File: src/rtl/lkv_pkg.sv
// Shared types and constants for the LRU key-value cache.
`default_nettype none

package lkv_pkg;

  localparam int MAX_ENTRIES = 16;
  localparam int KEY_W       = 32;
  localparam int VAL_W       = 32;
  localparam int CAP_W       = 5;
  localparam int OCC_W       = $clog2(MAX_ENTRIES + 1);

  localparam logic [CAP_W-1:0] CAP_RESET = CAP_W'(16);

  localparam logic OP_GET = 1'b0;
  localparam logic OP_PUT = 1'b1;

  typedef struct packed {
    logic             valid;
    logic [VAL_W-1:0] value;
    logic [KEY_W-1:0] key;
  } entry_t;

  typedef struct packed {
    logic             seen;
    logic [VAL_W-1:0] value;
  } chain_t;

  typedef struct packed {
    logic             go_hit;
    logic             go_miss;
    logic [KEY_W-1:0] key;
  } ctl_t;

endpackage

`default_nettype wire

File: src/rtl/lkv_cell.sv
// One slot of the recency chain: holds a pair, compares its key, shifts from its neighbor.
`default_nettype none

module lkv_cell (
  input  wire logic           clk,
  input  wire logic           rst,
  input  wire lkv_pkg::ctl_t  ctl,
  input  wire lkv_pkg::entry_t prev,
  input  wire lkv_pkg::chain_t chain_in,
  input  wire logic           miss_sel,
  output lkv_pkg::entry_t     entry,
  output lkv_pkg::chain_t     chain_out,
  output logic                hit
);

  logic                      valid;
  logic [lkv_pkg::KEY_W-1:0] key;
  logic [lkv_pkg::VAL_W-1:0] value;
  logic                      take;

  assign hit = valid && (key == ctl.key);

  assign chain_out.seen  = chain_in.seen | hit;
  assign chain_out.value = chain_in.value | (hit ? value : '0);

  assign take = (ctl.go_hit && (chain_in.seen || hit)) || (ctl.go_miss && miss_sel);

  assign entry.valid = valid;
  assign entry.key   = key;
  assign entry.value = value;

  always_ff @(posedge clk) begin
    if (rst) begin
      valid <= 1'b0;
    end else if (take) begin
      valid <= prev.valid;
    end
  end

  always_ff @(posedge clk) begin
    if (take) begin
      key   <= prev.key;
      value <= prev.value;
    end
  end

endmodule

`default_nettype wire

File: src/rtl/lru_key_value_cache.sv
// Top level of the LRU key-value cache: request register, slot chain and result register.
//
// Usage:
//   Slave stream s_*: one beat per request. s_tuser is the opcode (get or put),
//   s_tdata carries lookup_key in bits 31:0 and write_value in bits 63:32.
//   Master stream m_*: one beat per request, in order. m_tuser is found,
//   m_tdata is read_value (hit value on get, all ones on get miss, zero on put).
//   Capacity: cfg_we writes cfg_wdata into the capacity register; 0 acts as 1,
//   values above the slot count act as the slot count. Write only while idle.
// Timing:
//   A request is accepted in the idle state; in the execute state all slots
//   compare the key in parallel and, on a hit or a put miss, the chain shifts
//   back and the pair enters the front slot. The result beat is registered as
//   execute ends, and no new request is taken until the state returns to idle.
//   The slot-chain update is the limiting step.
// Reset:
//   rst empties the store, sets capacity to 16 and drops any pending beat.
// Backpressure:
//   A held result stays on m_* until taken; the next request waits in the
//   request register and the chain holds until the result register frees up.
`default_nettype none

module lru_key_value_cache (
  input  wire logic                              clk,
  input  wire logic                              rst,
  input  wire logic                              s_tvalid,
  output logic                                   s_tready,
  input  wire logic [lkv_pkg::KEY_W+lkv_pkg::VAL_W-1:0] s_tdata, // lookup_key, write_value
  input  wire logic                              s_tuser,  // opcode
  output logic                                   m_tvalid,
  input  wire logic                              m_tready,
  output logic [lkv_pkg::VAL_W-1:0]              m_tdata,  // read_value
  output logic                                   m_tuser,  // found
  input  wire logic                              cfg_we,
  input  wire logic [lkv_pkg::CAP_W-1:0]         cfg_wdata // capacity_in_use
);

  localparam int N = lkv_pkg::MAX_ENTRIES;

  localparam logic ST_IDLE = 1'b0;
  localparam logic ST_EXEC = 1'b1;

  logic                        state;
  logic                        req_op;
  logic [lkv_pkg::KEY_W-1:0]   req_key;
  logic [lkv_pkg::VAL_W-1:0]   req_val;
  logic [lkv_pkg::CAP_W-1:0]   cap_reg;
  logic [lkv_pkg::OCC_W-1:0]   occ;
  logic [lkv_pkg::OCC_W-1:0]   occ_next;
  logic [lkv_pkg::OCC_W-1:0]   eff_cap;
  logic [lkv_pkg::OCC_W-1:0]   miss_pos;
  logic                        exec_fire;
  logic                        found;
  logic                        s_fire;

  lkv_pkg::ctl_t   ctl;
  lkv_pkg::entry_t new_entry;
  lkv_pkg::entry_t entry_w [N];
  lkv_pkg::entry_t prev_w  [N];
  lkv_pkg::chain_t chain_w [N+1];
  logic [N-1:0]    hit_vec;
  logic [N-1:0]    valid_vec;
  logic [N-1:0]    miss_sel;

  assign s_tready  = (state == ST_IDLE);
  assign s_fire    = s_tvalid && s_tready;
  assign exec_fire = (state == ST_EXEC) && (!m_tvalid || m_tready);

  always_comb begin
    if (cap_reg == '0) begin
      eff_cap = lkv_pkg::OCC_W'(1);
    end else if (32'(cap_reg) > 32'(N)) begin
      eff_cap = lkv_pkg::OCC_W'(N);
    end else begin
      eff_cap = lkv_pkg::OCC_W'(cap_reg);
    end
  end

  // Evict the last slot when full, so the insert shifts one slot less.
  always_comb begin
    if (occ >= eff_cap) begin
      miss_pos = occ - lkv_pkg::OCC_W'(1);
      occ_next = occ;
    end else begin
      miss_pos = occ;
      occ_next = occ + lkv_pkg::OCC_W'(1);
    end
  end

  assign found = chain_w[0].seen;

  assign ctl.key     = req_key;
  assign ctl.go_hit  = exec_fire && found;
  assign ctl.go_miss = exec_fire && !found && (req_op == lkv_pkg::OP_PUT);

  assign new_entry.valid = 1'b1;
  assign new_entry.key   = req_key;
  assign new_entry.value = (req_op == lkv_pkg::OP_PUT) ? req_val : chain_w[0].value;

  assign chain_w[N] = '0;

  for (genvar i = 0; i < N; i++) begin : g_cell
    if (i == 0) begin : g_head
      assign prev_w[i] = new_entry;
    end else begin : g_body
      assign prev_w[i] = entry_w[i-1];
    end
    assign miss_sel[i]  = (lkv_pkg::OCC_W'(i) <= miss_pos);
    assign valid_vec[i] = entry_w[i].valid;

    lkv_cell u_cell (
      .clk       (clk),
      .rst       (rst),
      .ctl       (ctl),
      .prev      (prev_w[i]),
      .chain_in  (chain_w[i+1]),
      .miss_sel  (miss_sel[i]),
      .entry     (entry_w[i]),
      .chain_out (chain_w[i]),
      .hit       (hit_vec[i])
    );
  end

  always_ff @(posedge clk) begin
    if (rst) begin
      state    <= ST_IDLE;
      m_tvalid <= 1'b0;
      occ      <= '0;
      cap_reg  <= lkv_pkg::CAP_RESET;
    end else begin
      if (cfg_we) begin
        cap_reg <= cfg_wdata;
      end
      unique case (state)
        ST_IDLE: begin
          if (s_fire) begin
            state <= ST_EXEC;
          end
        end
        ST_EXEC: begin
          if (exec_fire) begin
            state <= ST_IDLE;
          end
        end
        default: begin
          state <= ST_IDLE;
        end
      endcase
      if (exec_fire) begin
        m_tvalid <= 1'b1;
      end else if (m_tready) begin
        m_tvalid <= 1'b0;
      end
      if (ctl.go_miss) begin
        occ <= occ_next;
      end
    end
  end

  always_ff @(posedge clk) begin
    if (s_fire) begin
      req_op  <= s_tuser;
      req_key <= s_tdata[lkv_pkg::KEY_W-1:0];
      req_val <= s_tdata[lkv_pkg::KEY_W+lkv_pkg::VAL_W-1:lkv_pkg::KEY_W];
    end
    if (exec_fire) begin
      m_tuser <= found;
      if (req_op == lkv_pkg::OP_PUT) begin
        m_tdata <= '0;
      end else if (found) begin
        m_tdata <= chain_w[0].value;
      end else begin
        m_tdata <= '1;
      end
    end
  end

  a_occ_bound: assert property (@(posedge clk) disable iff (rst)
    32'(occ) <= 32'(N))
    else $error("occupancy above slot count");

  a_valid_count: assert property (@(posedge clk) disable iff (rst)
    $countones(valid_vec) == 32'(occ))
    else $error("valid slots disagree with occupancy");

  a_single_hit: assert property (@(posedge clk) disable iff (rst)
    $onehot0(hit_vec))
    else $error("key present in more than one slot");

  a_result_follows: assert property (@(posedge clk) disable iff (rst)
    exec_fire |=> m_tvalid && (state == ST_IDLE))
    else $error("result beat missing after execute");

endmodule

`default_nettype wire

File: config.mk
export PLATFORM = sky130hd
export DESIGN_NAME = lru_key_value_cache
export DESIGN_NICKNAME = d
export VERILOG_FILES = /design/src/rtl/lkv_pkg.sv /design/src/rtl/lkv_cell.sv /design/src/rtl/lru_key_value_cache.sv
export SDC_FILE = /design/constraint.sdc
export NUM_CORES = 1
export LEC_CHECK = 0
export ABC_AREA = 1
export CAP_MARGIN = 0
export CORE_MARGIN = 8
export CORE_UTILIZATION = 40
export CTS_BUF_LIST = sky130_fd_sc_hd__clkbuf_4 sky130_fd_sc_hd__clkbuf_8 sky130_fd_sc_hd__clkbuf_16
export CTS_CLUSTER_SIZE = 8
export DETAILED_ROUTE_END_ITERATION = 8
export DONT_BUFFER_PORTS = 1
export PLACE_DENSITY = 0.55
export SLEW_MARGIN = 10
export SYNTH_ARGS = -nofsm -noshare
export SYNTH_HDL_FRONTEND = slang
export SYNTH_HIERARCHICAL = 1
export SYNTH_SLANG_ARGS = --single-unit
File: constraint.sdc
create_clock -name clk -period 16.97 [get_ports clk]
set_input_delay 0.8485 -clock clk [delete_from_list [all_inputs] [get_ports clk]]
set_output_delay 0.8485 -clock clk [all_outputs]
set_load 0.005 [all_outputs]
Word-level counts from Yosys, hierarchy flattened
Cells that the tools add are included.
{ "word_totals": {"wordCells": 241, "in_bits": 75, "out_inout_bits": 35, "register_bits": 1150} }
{ "classes": {"addsub": 2, "muxes": 26, "n_eq_ne": 16, "bitwise_logic": 32, "n_lt_le_gt_ge": 18, "reduce_logical": 90} }
{ "ops": {"columns": ["operator", "count"], "rows": [
  ["2-to-1 mux 32 bit", 18],
  ["== test 32 bit", 16],
  ["OR 32 bit", 15],
  ["logical AND 1 bit", 53],
  ["<= comparator 4 x 5 -> 1 bit, first input constant", 8],
  ["logical OR 1 bit", 32],
  ["<= comparator 3 x 5 -> 1 bit, first input constant", 4],
  ["2-to-1 mux 5 bit", 3],
  ["OR 1 bit", 15],
  ["<= comparator 1 x 5 -> 1 bit, first input constant", 2],
  ["<= comparator 2 x 5 -> 1 bit, first input constant", 2],
  ["adder 5 x 1 -> 5 bit, second input constant", 1],
  ["greater-or-equal comparator 5 bit", 1],
  ["greater-than comparator 5 bit, second input constant", 1],
  ["zero test 5 bit", 1],
  ["subtractor 5 x 1 -> 5 bit, second input constant", 1],
  ["2-to-1 mux 1 bit", 4],
  ["zero test 1 bit", 2],
  ["NOT 1 bit", 2],
  ["case mux 1 bit (2 select lines)", 1],
  ["AND reduction 2 bit", 1],
  ["nonzero test 2 bit", 1]
]} }

Logic depth before layout (Yosys ltp)
Gate-level depths: netlist (run 1).
{ "logic_depth": {"ltp_word": 22, "mapped_depth": 48, "ltp_nobuf": 47} }

Modules after synthesis
The synthesis (run 1) kept the hierarchy.
{ "modules_own_cells": {"columns": ["mod", "seq_area_each_um2", "cells_per_inst", "instances", "area_each_um2"], "rows": [
  ["lkv_cell", 1941.9, 343, 16, 3408.3],
  ["lru_key_value_cache", 3183.1, 403, 1, 4623.2]
]} }

Least setup slack after synthesis (run 1)
OpenSTA, ideal clock, no wires.
{ "synth_timing": {"kind": "register to register", "startpoint": "register req_key[8] (netlist bit)", "endpoint": "register g_cell[0].u_cell/key[0] (netlist bit) (enable)", "arrival_ns": 5.798, "period_less_slack_ns": 6.193, "slack_ns": 10.777, "required_ns": 16.575, "n_path_buf": 1, "stages_incl_launch_ff": 43, "setup_ns": 0.395, "cell_sequence": "edfxtp_1 > xnor2_2 > nand2_1 > nor2_1 > nand2_1 > nor2_1 > nand3_4 > nand2_2 > inv_1 > nand2_2 > inv_1 > nand2_2 > inv_1 > nand2_2 > inv_1 > nand2_2 > inv_1 > nand2_2 > (+7 left out) > nand2_2 > inv_1 > nand2_2 > inv_1 > nand2_2 > inv_1 > nand2_2 > inv_1 > nand2_2 > inv_1 > nand2_2 > inv_1 > nand2_2 > buf_2 > inv_1 > nor2_1 > nand2_1 > nand2_2"} }
{ "synth_rtl": {"columns": ["element", "line_no", "rtl"], "rows": [
  ["from (decl)", "lru_key_value_cache.sv:45", "logic [lkv_pkg::KEY_W-1:0] req_key;"],
  ["from (signal assigned)", "lru_key_value_cache.sv:163", "req_key <= s_tdata[lkv_pkg::KEY_W-1:0];"],
  ["to (signal assigned)", "lkv_cell.sv:42", "key <= prev.key;"],
  ["to (decl)", "lkv_cell.sv:17", "logic [lkv_pkg::KEY_W-1:0] key;"]
]} }

==> results of run 1 <==
==> where the power goes <==
part | leakage (nW) | internal, mW | switching [mW] | total [mW]
logic | 15.4 | 0.160 | 0.248 | 0.408
clock network | 2.37 | 1.84 | 1.15 | 2.99
registers | 10.5 | 3.23 | 0.0495 | 3.28
total | 28.2 | 5.23 | 1.45 | 6.68
==> worst reg2reg max path, delay by kind of cell, from the launching register on <==
| family | cells | cell delay, ps |
|---|---|---|
| AND/OR/NAND/NOR | 26 | 3430 |
| buffers and inverters | 18 | 2930 |
| flip-flops | 1 | 780 |
==> per-layer routing <==
layer,wire length (um),vias to the layer above
met5,34,-
met4,2185,6
met3,4631,152
met2,39900,460
met1,48680,13759
li1,-,16634
==> final cells by class <==
class	instances	area, um^2
Fill cell	12824	76380
Sequential cell	1150	34250
Multi-Input combinational cell	2604	15580
Inverter	1466	5505
Clock buffer	213	4437
Tap cell	1876	2347
Timing Repair Buffer	50	375.4
Clock inverter	17	302.8
==> how the worst min path moves through the flow <==
| stage | from | end | slack [ps] | depth (start not counted) |
|---|---|---|---|---|
| after floorplan | g_cell[9].u_cell/key[14] | g_cell[10].u_cell/key[14] | 430 | 0 |
| after global placement | g_cell[13].u_cell/value[13] | g_cell[14].u_cell/value[13] | 430 | 0 |
| after detailed placement | g_cell[14].u_cell/value[6] | g_cell[15].u_cell/value[6] | 430 | 0 |
| after CTS | rst | m_tvalid | 80 | 1 |
| after global routing | rst | m_tvalid | 100 | 1 |
| final | rst | m_tvalid | 170 | 1 |
==> impl_results.md, run 1 <==
- Status: finished clean
- Number of global-route vias before repair: 30309
- Final instance area: 62800 um^2
- Normalized max-slew margin: 0.3360
- Router iterations before antenna repair: 5
- Routed Antenna Nets: 0
- Grt peak-use layer: met2
- Cts hold-fix bufs: 0
- Met3 GRT Util: 0.02991
- Via-per-instance ratio: 4.204
- Clock tree buffer depth: 3
- CP Launch Type: flip-flop
- Routed vias: 31011
- MaxCap Viol Count: 0
- Post_cts resized: 0
- First-pass GRT wire length: 157.9 mm
- Wirelength per Cell: 12.94 um
- Critical path type: flip-flop to flip-flop
- Grt met2 use: 0.1889
- Post-route core utilization: 0.4512
- GRT overflow: 0
- FMAX: 132.3 MHz
- Total die area: 152000 um^2
- Pleak: 28.22 nW
- Dpl hpwl: 69.05 mm
- Critical Path End: g_cell[13].u_cell/key[20]
- Slowest stage delay, CP: 780 ps
- Nets: 5516
- Std cell rows: 137
- RSZ-0062 raised after global routing: false
- CTS tree: built
- Clock transition at the registers of the reported paths: 50 ps
- Die Span Y: 389.9 um
- Global-route usage over all layers: 0.1259
- Area of the core: 139200 um^2
- Post-Route WL: 95.43 mm
- Endpoints failing hold: 0
- # clock sinks: 1150
- Worst-margin pin slew: 996.0 ps
- Pin count of the biggest net entering global routing: 98
- Drt drc: 0
- Met1 usage in global routing: 0.1794
- IO Count: 110
- Place WS: 9354 ps
- CP bufs+invs: 18
- RD Place Congestion: 0.7487
- Nature of the critical path endpoint: flip-flop
- Port buffer count: 0
- Non-filler cells, final: 7376
- Initial antenna violation count: 3
- Final Worst Setup Slack: 9409 ps
- Share of layout cells above drive strength 1: 0.1718
- Syn avg cell area: 10.62 um^2
- Crit path max-delay family: simple AND/OR/NAND/NOR gates
- ANT cells: 0
- Biggest regs: g_cell.u_cell/key (512), g_cell.u_cell/value (512)
- Area grow syn2layout: 12.30%
- Power, Total: 6.682 mW
- Max VDD drop: 0.09861 mV
- Hold Crit Class: input port to flip-flop
- Most frequent cells in the layout: inv_1 (1463), nand2_1 (1206), edfxtp_1 (1122), o21bai_2 (432), nor2_1 (351)
- YS warnings: 6
- Die width: 389.9 um
- # setup viols final: 0
- Clock Latency Late Sink: 760 ps
- Clk root buf: clkbuf_16
- Clk_skew: 22.32 ps
- Crit-path max FO: 47
- Final setup TNS: 0 ps
- Fin crit share: 0.4455
- Leading cell type in the layout, fill and taps excluded: inv_1
- DR iter-0 viols: 1462
- Post-CTS setup buffer count: 0
- WHS: 165.2 ps
- Placement Cell Area: 58060 um^2
- Setup crit start: req_key[16]
- Data arrival, critical path: 7940 ps
- Worst path most repeated cell: nand2_2
- Initial core utilization: 0.4018
- Mapped Cells: 5266
- Crit. path cell count: 44
- Power per cell area: 106.4 nW/um^2
- Reg2reg setup slack: 9410 ps
- Slowest CP cell: edfxtp_1
- Fin. max-slew vios: 0
- Num CTS Buffers: 162
- Worst reg2reg endpoint: g_cell[13].u_cell/key[20]
- Max H-tree Level: 4
- Reg2reg path depth: 44
- Reg2reg start: req_key[16]
- Cell Area, Synth: 55920 um^2
- Min Tclk post-route: 7561 ps
- Critical path required time: 17350 ps
- Placed instance count: 7146
Note: power is estimated with default switching activity, not from simulation.
==> inputs of run 2 (changes only) <==
==> constraint.sdc (replaced) <==
create_clock -name clk -period 7.3 [get_ports clk]
set_input_delay 0.365 -clock clk [delete_from_list [all_inputs] [get_ports clk]]
set_output_delay 0.365 -clock clk [all_outputs]
set_load 0.005 [all_outputs]
==> run 2 against run 1 <==
Compared with the run above:
- sequential power increased by 130%
- die area did not move
- critical endpoint is now g_cell[15].u_cell/value[11]
- final cell count increased by 1.6%
- maximum frequency is 26% higher
- critical path type unchanged
- wire length is 12% higher
- combinational power rose by 140%
- register-to-register slack got worse by 8100 ps
- total power up 130%
- non-clock buffer count increased by 103
==> impl_results.md, run 2 (same netlist as run 1, synthesis figures left out) <==
- Reg2reg path depth: 44 (unchanged)
- Clock Latency Late Sink: 770 ps (about the same)
- Min Tclk post-route: 6002 ps (-1558 ps)
- RSZ-0062 raised after global routing: false
- Port buffer count: 0 (unchanged)
- Status: finished clean
- Hold_sp: s_tdata[53]
- Die Span Y: 389.9 um (unchanged)
- Worst reg2reg endpoint: g_cell[15].u_cell/value[11]
- Area of the core: 139200 um^2 (unchanged)
- CP Launch Type: flip-flop
- Pleak: 28.69 nW (+1.7%)
- Final setup TNS: 0 ps (unchanged)
- DR iter-0 viols: 1888 (+29%)
- FMAX: 166.6 MHz (+26%)
- Slowest stage delay, CP: 1140 ps (+360 ps)
- MaxCap Viol Count: 0 (unchanged)
- Fillcell total: 12751 (-0.57%)
- Slowest CP cell: edfxtp_1
- IO Count: 110 (unchanged)
- Std cell rows: 137 (unchanged)
- Cts hold-fix bufs: 74 (+74)
- Routed Antenna Nets: 0 (unchanged)
- Hold depth: 1 (unchanged)
- Clk root buf: clkbuf_16
- Non-filler cells, final: 7491 (+1.6%)
- Most frequent cells in the layout: inv_1 (1463), nand2_1 (1206), edfxtp_1 (1122), o21bai_2 (432), nor2_1 (351)
- Router iterations before antenna repair: 5 (unchanged)
- Routed vias: 31979 (+3.1%)
- Clock tree buffer depth: 3 (unchanged)
- Via-per-instance ratio: 4.269 (+1.5%)
- # clock sinks: 1150 (unchanged)
- Reg2reg start: req_key[10]
- GRT overflow: 0 (unchanged)
- Drt drc: 0 (unchanged)
- Number of global-route vias before repair: 30856 (+1.8%)
- WHS: 224.3 ps (+59.10 ps)
- Worst hold path endpoint: req_val[21]
- Fin. max-slew vios: 0 (unchanged)
- Initial core utilization: 0.4018 (unchanged)
- Placed instance count: 7175 (+0.41%)
- Crit-path max FO: 33 (-30%)
- Max VDD drop: 0.2143 mV (+120%)
- Num CTS Buffers: 161 (-0.62%)
- RD Place Congestion: 0.7769 (+3.8%)
- Clk_skew: 26.53 ps (+4.205 ps)
- Normalized max-slew margin: 0.1904 (-0.1456)
- Biggest regs: g_cell.u_cell/key (512), g_cell.u_cell/value (512)
- Max H-tree Level: 4 (unchanged)
- Nature of the critical path endpoint: flip-flop
- Global-route usage over all layers: 0.1399 (+0.01400)
- Area grow syn2layout: 14.08%
- Pin count of the biggest net entering global routing: 97 (-1.0%)
- Power per cell area: 244.7 nW/um^2 (+130%)
- Hold Crit Class: input port to flip-flop
- Initial antenna violation count: 8 (+5)
- Worst-margin pin slew: 1214 ps (+218.4 ps)
- Data arrival, critical path: 6380 ps (-1560 ps)
- Fin crit share: 0.8223 (+0.3767)
- Total die area: 152000 um^2 (unchanged)
- Dpl hpwl: 75.27 mm (+9.0%)
- Post-Route WL: 106.8 mm (+12%)
- Clock transition at the registers of the reported paths: 50 ps (about the same)
- Nets: 5618 (+1.8%)
- First-pass GRT wire length: 170.7 mm (+8.1%)
- Wirelength per Cell: 14.26 um (+10%)
- Reg2reg setup slack: 1300 ps (-8110 ps)
- Post_cts resized: 0 (unchanged)
- # setup viols final: 0 (unchanged)
- Leading cell type in the layout, fill and taps excluded: inv_1
- Final instance area: 63800 um^2 (+1.6%)
- Critical path type: flip-flop to flip-flop
- Share of layout cells above drive strength 1: 0.1750 (+0.003195)
- Critical path required time: 7680 ps (-9670 ps)
- Die width: 389.9 um (unchanged)
- Placement Cell Area: 58310 um^2 (+0.42%)
- CTS tree: built
- Endpoints failing hold: 0 (unchanged)
- Post-CTS setup buffer count: 0 (unchanged)
run 2: cell types whose count changed in the layout (fill, tap and decap cells not counted), sizes merged:
cell / previous run / this run
buf: 50 / 79
diode: 0 / 4
clkbuf: 213 / 223
inv: 1474 / 1475
bufinv: 2 / 0
clkinv: 7 / 6
dlygate4sd3: 0 / 74
run 2: routing by layer:
metal  wire (um)  vias to the layer above  track usage
li1            -                    16862            -
met4        2238                        8      0.04094
met2       43590                      524       0.2016
met3        6053                      163      0.03457
met5          43                        -            0
met1       54890                    14422       0.2078
run 2: stage by stage:
step           utilization  worst slack (ps)  power (mW)
3_3_place_gp        0.4189              1376       8.726
3_5_place_dp        0.4189              1283       8.753
5_1_grt             0.4583             628.1       16.22
4_1_cts             0.4583              1267       15.84
6_report            0.4584              1298       15.61
2_1_floorplan            -              1125       8.462
run 2: cell type report:
type,instances,area (um^2),share of cell area
clock inverter,15,246.5,0.003863
antenna,4,10.01,0.0001569
sequential,1150,34250,0.5369
inverter,1466,5505,0.08629
tap,1876,2347,0.03679
timing repair buffer,153,1359,0.02130
multi-input combinational,2604,15580,0.2443
clock buffer,223,4494,0.07045
run 2: power breakdown:
group | switching (mW) | internal, mW
Clock | 2.69 | 4.26
Sequential | 0.174 | 7.51
Combinational | 0.566 | 0.408
run 2: worst max-delay path by stage:
stage	slack [ps]	startpoint	depth (start not counted)	endpoint
after CTS	1270	req_key[10]	25	g_cell[0].u_cell/value[12]
after detailed placement	1280	req_key[10]	25	m_tdata[3]
after global routing	630	req_key[10]	44	g_cell[15].u_cell/value[16]
final	1300	req_key[10]	44	g_cell[15].u_cell/value[11]
after global placement	1380	req_key[26]	27	g_cell[0].u_cell/value[3]
after floorplan	1120	req_key[8]	42	g_cell[0].u_cell/key[0]
run 2: worst max-delay path, delay by kind of cell, from the launching register on:
family / cells / cell delay [ps]
buffers and inverters: 19 / 2500
and+or+nand+nor: 25 / 1870
DFF: 1 / 1140
